`config.mk`:
```
export PLATFORM = sky130hd
export DESIGN_NAME = hotkey_event_filter_unit_flat
export DESIGN_NICKNAME = d
export VERILOG_FILES = /design/src/rtl/hef_pkg.sv /design/src/rtl/hef_if.sv /design/src/rtl/hotkey_event_filter_unit.sv /design/src/rtl/hef_dpath.sv /design/src/rtl/hef_ctrl.sv /design/src/flat_wrapper.sv
export SDC_FILE = /design/constraint.sdc
export NUM_CORES = 1
export LEC_CHECK = 0
export BUFFER_PORTS_ARGS = -buffer_cell sky130_fd_sc_hd__buf_2
export CORE_ASPECT_RATIO = 0.9
export CORE_MARGIN = 3
export CORE_UTILIZATION = 50
export CTS_CLUSTER_SIZE = 12
export DETAILED_ROUTE_END_ITERATION = 8
export PLACE_DENSITY = 0.76
export RECOVER_POWER = 25
export SETUP_SLACK_MARGIN = 0.05
export SLEW_MARGIN = 20
export SYNTH_ARGS = -nofsm -noshare
export SYNTH_HDL_FRONTEND = slang
export SYNTH_SLANG_ARGS = --single-unit
```
`constraint.sdc`:
```
create_clock -name clock -period 5 [get_ports clock]
set_clock_uncertainty 0.05 [all_clocks]
set_input_delay 0.25 -clock clock [delete_from_list [all_inputs] [get_ports clock]]
set_output_delay 0.25 -clock clock [all_outputs]
set_load 0.02 [all_outputs]
```
`src/rtl/hef_pkg.sv`:
```
package hef_pkg;

   // table sizes and modifier groups
   localparam int MOD_GROUPS      = 8;
   localparam int MOD_ENTRIES     = 16;
   localparam int BINDING_ENTRIES = 16;

   localparam int MOD_IDX_W  = (MOD_ENTRIES > 1) ? $clog2(MOD_ENTRIES) : 1;
   localparam int BIND_IDX_W = (BINDING_ENTRIES > 1) ? $clog2(BINDING_ENTRIES) : 1;
   // wide enough for any table size and for the table index field
   localparam int IDX_EXT_W  = 7;
   // holds a group number or MOD_GROUPS itself
   localparam int BEST_W     = 4;

   localparam int KIND_W  = 2;
   localparam int TYPE_W  = 5;
   localparam int CODE_W  = 10;
   localparam int VALUE_W = 32;
   localparam int TIME_W  = 64;
   localparam int TIDX_W  = 4;
   localparam int GROUP_W = 3;
   localparam int MASK_W  = 8;

   localparam logic [KIND_W-1:0] KIND_EVENT = 2'd0;
   localparam logic [KIND_W-1:0] KIND_MOD   = 2'd1;
   localparam logic [KIND_W-1:0] KIND_BIND  = 2'd2;

   localparam logic [TYPE_W-1:0] TYPE_KEY   = 5'd1;
   localparam logic [TYPE_W-1:0] TYPE_MISC  = 5'd4;
   localparam logic [CODE_W-1:0] MISC_SCAN  = 10'd4;

   localparam logic signed [VALUE_W-1:0] VAL_RELEASE = 32'sd0;
   localparam logic signed [VALUE_W-1:0] VAL_PRESS   = 32'sd1;

   localparam logic OUT_FWD = 1'b0;
   localparam logic OUT_HOT = 1'b1;

   typedef struct packed {
      logic [KIND_W-1:0]         kind;
      logic [TYPE_W-1:0]         ev_type;
      logic [CODE_W-1:0]         ev_code;
      logic signed [VALUE_W-1:0] ev_value;
      logic [TIME_W-1:0]         ev_time;
      logic [TIDX_W-1:0]         table_index;
      logic [CODE_W-1:0]         table_key;
      logic [GROUP_W-1:0]        table_group;
      logic [MASK_W-1:0]         table_mask;
      logic                      table_valid;
   } hef_item_type;

   typedef struct packed {
      logic                      out_kind;
      logic [TYPE_W-1:0]         out_type;
      logic [CODE_W-1:0]         out_code;
      logic signed [VALUE_W-1:0] out_value;
      logic [TIME_W-1:0]         out_time;
      logic [TIDX_W-1:0]         hotkey_index;
      logic                      last;
   } hef_result_type;

   typedef struct packed {
      logic load_item;
      logic wr_mod;
      logic wr_bind;
      logic scan_clear;
      logic mod_step;
      logic apply;
      logic bind_step;
      logic load_hot;
      logic load_evt;
   } hef_cmd_type;

   typedef struct packed {
      logic kind_mod;
      logic kind_bind;
      logic evt_fwd;
      logic key_act;
      logic mod_last;
      logic bind_last;
      logic need_bind;
      logic found;
      logic release_ev;
   } hef_status_type;

endpackage

```
`src/rtl/hef_if.sv`:
```
interface hef_req_if;
   logic                                   valid;
   logic                                   ready;
   logic [hef_pkg::KIND_W-1:0]             kind;
   logic [hef_pkg::TYPE_W-1:0]             ev_type;
   logic [hef_pkg::CODE_W-1:0]             ev_code;
   logic signed [hef_pkg::VALUE_W-1:0]     ev_value;
   logic [hef_pkg::TIME_W-1:0]             ev_time;
   logic [hef_pkg::TIDX_W-1:0]             table_index;
   logic [hef_pkg::CODE_W-1:0]             table_key;
   logic [hef_pkg::GROUP_W-1:0]            table_group;
   logic [hef_pkg::MASK_W-1:0]             table_mask;
   logic                                   table_valid;

   modport source (
      output valid, kind, ev_type, ev_code, ev_value, ev_time,
             table_index, table_key, table_group, table_mask, table_valid,
      input  ready
   );
   modport sink (
      input  valid, kind, ev_type, ev_code, ev_value, ev_time,
             table_index, table_key, table_group, table_mask, table_valid,
      output ready
   );
endinterface

interface hef_rsp_if;
   logic                                   valid;
   logic                                   ready;
   logic                                   out_kind;
   logic [hef_pkg::TYPE_W-1:0]             out_type;
   logic [hef_pkg::CODE_W-1:0]             out_code;
   logic signed [hef_pkg::VALUE_W-1:0]     out_value;
   logic [hef_pkg::TIME_W-1:0]             out_time;
   logic [hef_pkg::TIDX_W-1:0]             hotkey_index;
   logic                                   last;

   modport source (
      output valid, out_kind, out_type, out_code, out_value, out_time,
             hotkey_index, last,
      input  ready
   );
   modport sink (
      input  valid, out_kind, out_type, out_code, out_value, out_time,
             hotkey_index, last,
      output ready
   );
endinterface

```
`src/rtl/hotkey_event_filter_unit.sv`:
```
// a table write is stored on accept; forwarded non-key events pass S_DECIDE and S_SEND_EVT
// key press/release: modifier scan, apply, binding scan if needed, then decide and send
// one item at a time, taken only in S_IDLE; the two tables are scanned one entry per cycle;
// a table write can be taken every cycle, since it leaves the unit in S_IDLE
// a release that fires a hotkey gives two beats, hotkey first
// reset (synchronous): modifier mask and last key cleared, all table entries invalid
module hotkey_event_filter_unit (
   input  logic      clock,
   input  logic      reset,
   hef_req_if.sink   req_ch,
   hef_rsp_if.source rsp_ch
);

   hef_pkg::hef_cmd_type    cmd;
   hef_pkg::hef_status_type st;
   hef_pkg::hef_item_type   req_item;
   hef_pkg::hef_result_type rsp_item;

   always_comb begin
      req_item.kind        = req_ch.kind;
      req_item.ev_type     = req_ch.ev_type;
      req_item.ev_code     = req_ch.ev_code;
      req_item.ev_value    = req_ch.ev_value;
      req_item.ev_time     = req_ch.ev_time;
      req_item.table_index = req_ch.table_index;
      req_item.table_key   = req_ch.table_key;
      req_item.table_group = req_ch.table_group;
      req_item.table_mask  = req_ch.table_mask;
      req_item.table_valid = req_ch.table_valid;
   end

   assign rsp_ch.out_kind     = rsp_item.out_kind;
   assign rsp_ch.out_type     = rsp_item.out_type;
   assign rsp_ch.out_code     = rsp_item.out_code;
   assign rsp_ch.out_value    = rsp_item.out_value;
   assign rsp_ch.out_time     = rsp_item.out_time;
   assign rsp_ch.hotkey_index = rsp_item.hotkey_index;
   assign rsp_ch.last         = rsp_item.last;

   hef_ctrl u_ctrl (
      .clock     (clock),
      .reset     (reset),
      .req_valid (req_ch.valid),
      .req_ready (req_ch.ready),
      .rsp_valid (rsp_ch.valid),
      .rsp_ready (rsp_ch.ready),
      .st        (st),
      .cmd       (cmd)
   );

   hef_dpath u_dpath (
      .clock    (clock),
      .reset    (reset),
      .cmd      (cmd),
      .req_item (req_item),
      .st       (st),
      .rsp_item (rsp_item)
   );

endmodule

```
`src/rtl/hef_dpath.sv`:
```
module hef_dpath (
   input  logic                    clock,
   input  logic                    reset,
   input  hef_pkg::hef_cmd_type    cmd,
   input  hef_pkg::hef_item_type   req_item,
   output hef_pkg::hef_status_type st,
   output hef_pkg::hef_result_type rsp_item
);

   hef_pkg::hef_item_type   item_ff;
   hef_pkg::hef_result_type rsp_ff;

   logic [hef_pkg::MOD_ENTRIES-1:0]     mod_valid_ff;
   logic [hef_pkg::CODE_W-1:0]          mod_key_ff [hef_pkg::MOD_ENTRIES];
   logic [hef_pkg::GROUP_W-1:0]         mod_group_ff [hef_pkg::MOD_ENTRIES];
   logic [hef_pkg::BINDING_ENTRIES-1:0] bind_valid_ff;
   logic [hef_pkg::CODE_W-1:0]          bind_key_ff [hef_pkg::BINDING_ENTRIES];
   logic [hef_pkg::MASK_W-1:0]          bind_mask_ff [hef_pkg::BINDING_ENTRIES];

   logic [hef_pkg::MOD_IDX_W-1:0]  mod_idx_ff;
   logic [hef_pkg::BIND_IDX_W-1:0] bind_idx_ff;
   logic [hef_pkg::BEST_W-1:0]     best_ff;
   logic                           found_ff;
   logic [hef_pkg::BIND_IDX_W-1:0] hit_ff;
   logic [hef_pkg::MASK_W-1:0]     mod_state_ff;
   logic [hef_pkg::CODE_W-1:0]     last_key_ff;

   logic [hef_pkg::IDX_EXT_W-1:0]  wr_idx;
   logic                           wr_mod_ok;
   logic                           wr_bind_ok;
   logic [hef_pkg::BEST_W-1:0]     grp_ext;
   logic                           mod_hit;
   logic                           bind_hit;
   logic [hef_pkg::BEST_W-1:0]     shift_amt;
   logic [hef_pkg::MASK_W-1:0]     key_mask;
   logic                           is_release;
   logic [hef_pkg::IDX_EXT_W-1:0]  hit_ext;

   assign wr_idx     = hef_pkg::IDX_EXT_W'(req_item.table_index);
   assign wr_mod_ok  = wr_idx < hef_pkg::IDX_EXT_W'(hef_pkg::MOD_ENTRIES);
   assign wr_bind_ok = wr_idx < hef_pkg::IDX_EXT_W'(hef_pkg::BINDING_ENTRIES);

   // lowest valid group of a matching entry wins
   assign grp_ext = hef_pkg::BEST_W'(mod_group_ff[mod_idx_ff]);
   assign mod_hit = mod_valid_ff[mod_idx_ff] && (mod_key_ff[mod_idx_ff] == item_ff.ev_code)
                    && (grp_ext < hef_pkg::BEST_W'(hef_pkg::MOD_GROUPS)) && (grp_ext < best_ff);

   assign bind_hit = bind_valid_ff[bind_idx_ff] && (bind_key_ff[bind_idx_ff] == item_ff.ev_code)
                     && (bind_mask_ff[bind_idx_ff] == mod_state_ff);

   // group g maps to mask bit MOD_GROUPS-1-g
   assign shift_amt = hef_pkg::BEST_W'(hef_pkg::MOD_GROUPS - 1) - best_ff;
   assign key_mask  = (best_ff < hef_pkg::BEST_W'(hef_pkg::MOD_GROUPS)) ?
                      (hef_pkg::MASK_W'(1) << shift_amt) : '0;

   assign is_release = item_ff.ev_value == hef_pkg::VAL_RELEASE;
   assign hit_ext    = hef_pkg::IDX_EXT_W'(hit_ff);

   always_comb begin
      st.kind_mod   = req_item.kind == hef_pkg::KIND_MOD;
      st.kind_bind  = req_item.kind == hef_pkg::KIND_BIND;
      st.evt_fwd    = (req_item.kind == hef_pkg::KIND_EVENT)
                      && (req_item.ev_type != hef_pkg::TYPE_KEY)
                      && !((req_item.ev_type == hef_pkg::TYPE_MISC)
                           && (req_item.ev_code == hef_pkg::MISC_SCAN));
      st.key_act    = (req_item.kind == hef_pkg::KIND_EVENT)
                      && (req_item.ev_type == hef_pkg::TYPE_KEY)
                      && ((req_item.ev_value == hef_pkg::VAL_PRESS)
                          || (req_item.ev_value == hef_pkg::VAL_RELEASE));
      st.mod_last   = mod_idx_ff == hef_pkg::MOD_IDX_W'(hef_pkg::MOD_ENTRIES - 1);
      st.bind_last  = bind_idx_ff == hef_pkg::BIND_IDX_W'(hef_pkg::BINDING_ENTRIES - 1);
      st.need_bind  = is_release ? ((key_mask != '0) && (last_key_ff == item_ff.ev_code))
                                 : (key_mask == '0);
      st.found      = found_ff;
      st.release_ev = is_release;
   end

   assign rsp_item = rsp_ff;

   always_ff @(posedge clock) begin
      if (reset) begin
         mod_valid_ff  <= '0;
         bind_valid_ff <= '0;
         mod_state_ff  <= '0;
         last_key_ff   <= '0;
         mod_idx_ff    <= '0;
         bind_idx_ff   <= '0;
         best_ff       <= hef_pkg::BEST_W'(hef_pkg::MOD_GROUPS);
         found_ff      <= 1'b0;
      end else begin
         if (cmd.wr_mod && wr_mod_ok) begin
            mod_valid_ff[wr_idx[hef_pkg::MOD_IDX_W-1:0]] <= req_item.table_valid;
         end
         if (cmd.wr_bind && wr_bind_ok) begin
            bind_valid_ff[wr_idx[hef_pkg::BIND_IDX_W-1:0]] <= req_item.table_valid;
         end
         if (cmd.scan_clear) begin
            mod_idx_ff  <= '0;
            bind_idx_ff <= '0;
            best_ff     <= hef_pkg::BEST_W'(hef_pkg::MOD_GROUPS);
            found_ff    <= 1'b0;
         end
         if (cmd.mod_step) begin
            mod_idx_ff <= mod_idx_ff + 1'b1;
            if (mod_hit) begin
               best_ff <= grp_ext;
            end
         end
         if (cmd.apply) begin
            if (is_release) begin
               mod_state_ff <= mod_state_ff ^ key_mask;
            end else begin
               mod_state_ff <= mod_state_ff | key_mask;
               last_key_ff  <= item_ff.ev_code;
            end
         end
         if (cmd.bind_step) begin
            bind_idx_ff <= bind_idx_ff + 1'b1;
            if (bind_hit && !found_ff) begin
               found_ff <= 1'b1;
            end
         end
      end
   end

   // payload storage, no reset
   always_ff @(posedge clock) begin
      if (cmd.load_item) begin
         item_ff <= req_item;
      end
      if (cmd.wr_mod && wr_mod_ok) begin
         mod_key_ff[wr_idx[hef_pkg::MOD_IDX_W-1:0]]   <= req_item.table_key;
         mod_group_ff[wr_idx[hef_pkg::MOD_IDX_W-1:0]] <= req_item.table_group;
      end
      if (cmd.wr_bind && wr_bind_ok) begin
         bind_key_ff[wr_idx[hef_pkg::BIND_IDX_W-1:0]]  <= req_item.table_key;
         bind_mask_ff[wr_idx[hef_pkg::BIND_IDX_W-1:0]] <= req_item.table_mask;
      end
      if (cmd.bind_step && bind_hit && !found_ff) begin
         hit_ff <= bind_idx_ff;
      end
      if (cmd.load_hot) begin
         rsp_ff.out_kind     <= hef_pkg::OUT_HOT;
         rsp_ff.out_type     <= '0;
         rsp_ff.out_code     <= '0;
         rsp_ff.out_value    <= '0;
         rsp_ff.out_time     <= '0;
         rsp_ff.hotkey_index <= hit_ext[hef_pkg::TIDX_W-1:0];
         // a release still owes its forwarded event
         rsp_ff.last         <= !is_release;
      end else if (cmd.load_evt) begin
         rsp_ff.out_kind     <= hef_pkg::OUT_FWD;
         rsp_ff.out_type     <= item_ff.ev_type;
         rsp_ff.out_code     <= item_ff.ev_code;
         rsp_ff.out_value    <= item_ff.ev_value;
         rsp_ff.out_time     <= item_ff.ev_time;
         rsp_ff.hotkey_index <= '0;
         rsp_ff.last         <= 1'b1;
      end
   end

endmodule

```
`src/rtl/hef_ctrl.sv`:
```
module hef_ctrl (
   input  logic                    clock,
   input  logic                    reset,
   input  logic                    req_valid,
   output logic                    req_ready,
   output logic                    rsp_valid,
   input  logic                    rsp_ready,
   input  hef_pkg::hef_status_type st,
   output hef_pkg::hef_cmd_type    cmd
);

   typedef enum logic [2:0] {
      S_IDLE,
      S_MOD_SCAN,
      S_APPLY,
      S_BIND_SCAN,
      S_DECIDE,
      S_SEND_HOT,
      S_SEND_EVT
   } state_type;

   state_type state_ff;
   state_type state_in;
   logic      accept;

   assign req_ready = (state_ff == S_IDLE) && !reset;
   assign rsp_valid = ((state_ff == S_SEND_HOT) || (state_ff == S_SEND_EVT)) && !reset;
   assign accept    = req_valid && req_ready;

   always_comb begin
      cmd      = '0;
      state_in = state_ff;
      case (state_ff)
         S_IDLE: begin
            if (accept) begin
               cmd.load_item  = 1'b1;
               cmd.scan_clear = 1'b1;
               cmd.wr_mod     = st.kind_mod;
               cmd.wr_bind    = st.kind_bind;
               if (st.evt_fwd) begin
                  state_in = S_DECIDE;
               end else if (st.key_act) begin
                  state_in = S_MOD_SCAN;
               end
            end
         end
         S_MOD_SCAN: begin
            cmd.mod_step = 1'b1;
            if (st.mod_last) begin
               state_in = S_APPLY;
            end
         end
         S_APPLY: begin
            cmd.apply = 1'b1;
            state_in  = st.need_bind ? S_BIND_SCAN : S_DECIDE;
         end
         S_BIND_SCAN: begin
            cmd.bind_step = 1'b1;
            if (st.bind_last) begin
               state_in = S_DECIDE;
            end
         end
         S_DECIDE: begin
            if (st.found) begin
               cmd.load_hot = 1'b1;
               state_in     = S_SEND_HOT;
            end else begin
               cmd.load_evt = 1'b1;
               state_in     = S_SEND_EVT;
            end
         end
         S_SEND_HOT: begin
            if (rsp_ready) begin
               if (st.release_ev) begin
                  cmd.load_evt = 1'b1;
                  state_in     = S_SEND_EVT;
               end else begin
                  state_in = S_IDLE;
               end
            end
         end
         S_SEND_EVT: begin
            if (rsp_ready) begin
               state_in = S_IDLE;
            end
         end
         default: begin
            state_in = S_IDLE;
         end
      endcase
   end

   always_ff @(posedge clock) begin
      if (reset) begin
         state_ff <= S_IDLE;
      end else begin
         state_ff <= state_in;
      end
   end

endmodule
```
`src/flat_wrapper.sv`:
```
// flat-port wrapper written by rule: the top's interface ports become plain ports
module hotkey_event_filter_unit_flat 
  (clock, reset, req_ch_valid, req_ch_kind, req_ch_ev_type, req_ch_ev_code, req_ch_ev_value, req_ch_ev_time, req_ch_table_index, req_ch_table_key, req_ch_table_group, req_ch_table_mask, req_ch_table_valid, req_ch_ready, rsp_ch_valid, rsp_ch_out_kind, rsp_ch_out_type, rsp_ch_out_code, rsp_ch_out_value, rsp_ch_out_time, rsp_ch_hotkey_index, rsp_ch_last, rsp_ch_ready);
  hef_req_if req_ch_i ();
  hef_rsp_if rsp_ch_i ();
  input  logic clock;
  input  logic reset;
  input wire logic [$bits(req_ch_i.valid)-1:0] req_ch_valid;
  input wire logic [$bits(req_ch_i.kind)-1:0] req_ch_kind;
  input wire logic [$bits(req_ch_i.ev_type)-1:0] req_ch_ev_type;
  input wire logic [$bits(req_ch_i.ev_code)-1:0] req_ch_ev_code;
  input wire logic [$bits(req_ch_i.ev_value)-1:0] req_ch_ev_value;
  input wire logic [$bits(req_ch_i.ev_time)-1:0] req_ch_ev_time;
  input wire logic [$bits(req_ch_i.table_index)-1:0] req_ch_table_index;
  input wire logic [$bits(req_ch_i.table_key)-1:0] req_ch_table_key;
  input wire logic [$bits(req_ch_i.table_group)-1:0] req_ch_table_group;
  input wire logic [$bits(req_ch_i.table_mask)-1:0] req_ch_table_mask;
  input wire logic [$bits(req_ch_i.table_valid)-1:0] req_ch_table_valid;
  output wire logic [$bits(req_ch_i.ready)-1:0] req_ch_ready;
  output wire logic [$bits(rsp_ch_i.valid)-1:0] rsp_ch_valid;
  output wire logic [$bits(rsp_ch_i.out_kind)-1:0] rsp_ch_out_kind;
  output wire logic [$bits(rsp_ch_i.out_type)-1:0] rsp_ch_out_type;
  output wire logic [$bits(rsp_ch_i.out_code)-1:0] rsp_ch_out_code;
  output wire logic [$bits(rsp_ch_i.out_value)-1:0] rsp_ch_out_value;
  output wire logic [$bits(rsp_ch_i.out_time)-1:0] rsp_ch_out_time;
  output wire logic [$bits(rsp_ch_i.hotkey_index)-1:0] rsp_ch_hotkey_index;
  output wire logic [$bits(rsp_ch_i.last)-1:0] rsp_ch_last;
  input wire logic [$bits(rsp_ch_i.ready)-1:0] rsp_ch_ready;
  assign req_ch_i.valid = req_ch_valid;
  assign req_ch_i.kind = req_ch_kind;
  assign req_ch_i.ev_type = req_ch_ev_type;
  assign req_ch_i.ev_code = req_ch_ev_code;
  assign req_ch_i.ev_value = req_ch_ev_value;
  assign req_ch_i.ev_time = req_ch_ev_time;
  assign req_ch_i.table_index = req_ch_table_index;
  assign req_ch_i.table_key = req_ch_table_key;
  assign req_ch_i.table_group = req_ch_table_group;
  assign req_ch_i.table_mask = req_ch_table_mask;
  assign req_ch_i.table_valid = req_ch_table_valid;
  assign req_ch_ready = req_ch_i.ready;
  assign rsp_ch_valid = rsp_ch_i.valid;
  assign rsp_ch_out_kind = rsp_ch_i.out_kind;
  assign rsp_ch_out_type = rsp_ch_i.out_type;
  assign rsp_ch_out_code = rsp_ch_i.out_code;
  assign rsp_ch_out_value = rsp_ch_i.out_value;
  assign rsp_ch_out_time = rsp_ch_i.out_time;
  assign rsp_ch_hotkey_index = rsp_ch_i.hotkey_index;
  assign rsp_ch_last = rsp_ch_i.last;
  assign rsp_ch_i.ready = rsp_ch_ready;
  hotkey_event_filter_unit u_core (.clock(clock), .reset(reset), .req_ch(req_ch_i), .rsp_ch(rsp_ch_i));
endmodule
```
==> summary.md <==
| Metric | Value |
|---|---|
| Netlist cell types | `76` |
| PwrDens | `around 420 nW/um2` |
| RSZ-0062 raised after global routing | `no` |
| RR Startpoint | `u_core.u_dpath.item_ff[117]` |
| RePlAce Congestion | `~0.94` |
| Global route overflow | `0` |
| Die width | `between 200 and 300 um` |
| Post-synth top area cell | `edfxtp_1` |
| Initial core utilization | `about half` |
| First-pass GRT wire length | `125 mm` |
| Longest Clk Path Bufs | `3` |
| Final hold violation count | `0` |
| # resized after CTS | `0` |
| First DRT Iteration DRCs | `2785` |
| Hold Path Class | `in2reg` |
| Slew HR | `-16.4%` |
| R2r endpoint | `u_core.u_dpath.rsp_item[34]` |
| Core area | `slightly above 60000 um2` |
| Worst-Skew Late Latency | `roughly 0.61 ns` |
| Cells after Synth | `1842` |
| Post-Syn Nets | `roughly 2000` |
| Post-route minimum period | `3.81 ns` |
| Detailed placement HPWL | `52.0 mm` |
| CTS sink count | `about 800` |
| Simple-Gate Fraction of Synth Area | `between 5 and 6%` |
| Commonest cells post-synth | `616 x edfxtp_1, 186 x dfxtp_1, 120 x nor2_1, 111 x o221a_2, 110 x mux2i_1` |
| Warnings from Yosys | `0` |
| Synth area leaders | `edfxtp_1 59%, dfxtp_1 12%, mux4_2 7.8%` |
| Die Y | `about 240 um` |
| Largest family of logic cells by synthesized area | `multiplexers` |
| CTS buffer count | `between 80 and 90` |
| Period utilization | `approximately 76%` |
| Max stage delay cell, worst path | `a21oi_4` |
| LEAKAGE | `12.4 nW` |
| Vias in the first global route | `19300` |
| Critical Path Source Type | `flop` |
| Post-synthesis cell area | `~31000 um2` |
| Fmax | `around 260 MHz` |
| Complex-gate fraction of the synthesized area | `slightly above 7%` |
| Max incr delay on CP | `around 0.71 ns` |
| Final ANT Viol Nets | `0` |
| Outcome | `finished with violations` |
| Hold depth | `3` |
| Sum of negative setup slack | `0 ns` |
| Max-cap viol count | `5` |
| Setup CP Type | `reg2reg` |
| Initial antenna violation count | `8` |
| Sequential area share after synthesis | `70.9%` |
| Seq cells post-synth | `around 800` |
| Largest net degree at the start of global routing | `93` |
| Violated checks | `capacitance limit, slew limit` |
| Critical path cell sequence | `nor4_1, nand4_1, nor2_1, buf_4, nand2_1, a211o_4, a21oi_4, buf_4, o221a_2` |
| Slew Limit Fails | `133` |
| Worst path required time | `between 5 and 6 ns` |
| Synth Area in XOR/XNOR | `1.01%` |
| WP data arrival | `between 4 and 5 ns` |
| Reg2reg path depth | `9` |
| Layout Area Growth over Synthesis | `18.9%` |
| Hold-critical path endpoint | `u_core.u_ctrl.state_ff[2]` |
| DR DRC count | `0` |
| Most used DFF post-synth | `edfxtp_1` |
| I/O pin cnt | `between 200 and 300` |
| CTS tree | `built` |
| Final setup vio count | `0` |
| Num rows | `between 80 and 90` |
| Clk root buf | `clkbuf_16` |
| Average size of a mapped cell | `~17 um2` |
| Die ar. | `~66000 um2` |
| Synth top area share | `about three fifths` |
| Number of port buffers | `261` |
| Routed WL per cell | `26.7 um` |
| EDFF count, synth | `slightly above 600` |
| Via density | `between 6 and 7` |
| Post-synthesis async set-or-reset flop share | `0%` |
| Layout cell share with drive strength beyond 1 | `27.9%` |
| All-Layer GR Usage | `25.3%` |
| Clock slew at reported path FFs | `approximately 0.06 ns` |
| Max FO, Critical Path | `25` |
| DR pass1 iterations | `6` |
| Pin slew with the least headroom to its limit | `1.75 ns` |
| Post-Route WL | `83.9 mm` |
| Reg2reg setup slack | `1.19 ns` |
| Hold path startpoint | `rsp_ch_ready` |
| Adder-Cell Fraction of Synth Area | `less than 1%` |
| NumNets Final | `about 2400` |
| Cell mode on critical path | `buf_4` |
| Via count | `about 19000` |
| Worst setup margin | `roughly 1.2 ns` |
| Post-CTS Setup Bufs | `0` |
| Most common cell in the netlist | `edfxtp_1` |
| H-tree depth | `3` |
| Max rail drop VDD | `around 340 uV` |
| Crit. End Element | `flop` |
| Post-synthesis mux area share | `12.7%` |
| Post-place setup slack | `between 1 and 1.5 ns` |
[flip-flops by register name (all words and copies together), names as in the netlist, 3 cells and up, named ones only]
signal and flops:
u_core.u_dpath.last_key_ff 10, u_core.u_ctrl.state_ff 3, u_core.u_dpath.item_ff 111, u_core.u_dpath.mod_group_ff 48, u_core.u_dpath.mod_idx_ff 4, u_core.u_dpath.bind_key_ff 160, u_core.u_dpath.mod_valid_ff 16, u_core.u_dpath.bind_idx_ff 4
u_core.u_dpath.bind_mask_ff 128, u_core.u_dpath.best_ff 4, u_core.u_dpath.mod_key_ff 160, u_core.u_dpath.mod_state_ff 8, u_core.u_dpath.bind_valid_ff 16, u_core.u_dpath.hit_ff 4, u_core.u_dpath.rsp_item 117
[cell usage in the layout (no fill, tap or decap), drive strengths merged, types with 17 or more instances in the layout]
cell type | synthesis | routed
nor3 | 25 | 25
edfxtp | 616 | 616
dfxtp | 186 | 186
xnor2 | 21 | 21
clkbuf | 70 | 167
nand3 | 19 | 19
nand2b | 17 | 17
o221a | 111 | 111
buf | 54 | 278
nor2 | 120 | 120
nand2 | 66 | 66
nor4 | 29 | 29
a21oi | 37 | 37
o21ai | 18 | 18
dlygate4sd3 | 0 | 122
mux2i | 110 | 110
mux4 | 123 | 123
inv | 28 | 29
[worst max-delay path: cells and delay by family (launching register included)]
kind / cells / cell delay, ns
and+or+nand+nor: 4 / 1.09
AOI/OAI and AO/OA: 3 / 1.44
buffers and inverters: 2 / 0.66
DFF: 1 / 0.47
[layout make-up]
type	count	area [um2]
fill	4377	24400
sequential	802	22200
multi-input combinational	886	8480
timing repair buffer	436	2910
clock buffer	131	2380
tap	836	1050
inverter	30	116
clock inverter	15	111
antenna	4	10.0
[worst max path at each step]
stage                                            to                         from  slack [ns]
floorplan           u_core.u_dpath.bind_valid_ff[3]    u_core.u_ctrl.state_ff[0]        0.82
global placement        u_core.u_dpath.rsp_item[20]  u_core.u_dpath.item_ff[115]        1.38
detailed placement   u_core.u_dpath.mod_valid_ff[0]    u_core.u_ctrl.state_ff[1]        1.32
CTS                  u_core.u_dpath.mod_valid_ff[0]    u_core.u_ctrl.state_ff[1]        1.27
global route         u_core.u_dpath.mod_valid_ff[0]    u_core.u_ctrl.state_ff[1]        1.03
finish                  u_core.u_dpath.rsp_item[34]  u_core.u_dpath.item_ff[117]        1.19
[stage by stage]
stage          cells  total power, mW  instance area, um2  hold WS, ns  util (%)
2_1_floorplan   1842             9.15               31400        0.299         -
3_3_place_gp    2868             9.91               33600        0.377      54.5
3_5_place_dp    2868             9.97               33600        0.378      54.5
4_1_cts         3136             15.7               37300      0.00713      60.5
5_1_grt         3139             16.2               37300       0.0455      60.5
6_report        3140             15.7               37300       0.0592      60.5
[report_power, final]
part | internal [mW] | switching [mW] | leakage [nW]
logic | 0.818 | 1.14 | 4.08
registers | 7.69 | 0.339 | 7.13
clock network | 3.30 | 2.43 | 1.21
total | 11.8 | 3.91 | 12.4
[per-layer routing]
metal,global-route usage (%),wire length (um),part of all wire (%)
met5,0,11,0.013
met3,6.17,8620,10
met2,39.7,39500,47
met4,9.11,2960,3.5
met1,34.6,32800,39
[cell families after synthesis]
kind of cell | count (synthesis)
xor gates and xnor gates | 36
AOI/OAI and AO/OA | 258
and+or+nand+nor | 342
muxes | 238
DFF | 802
buffers and inverters | 154
adders and majority gates | 12
[repair_timing]
action	4_1_cts	5_1_grt
hold buffers	122	0
endpoints found under the setup margin	0	0
endpoints found under the hold margin	287	0
Note: power is estimated with default switching activity, not from simulation.
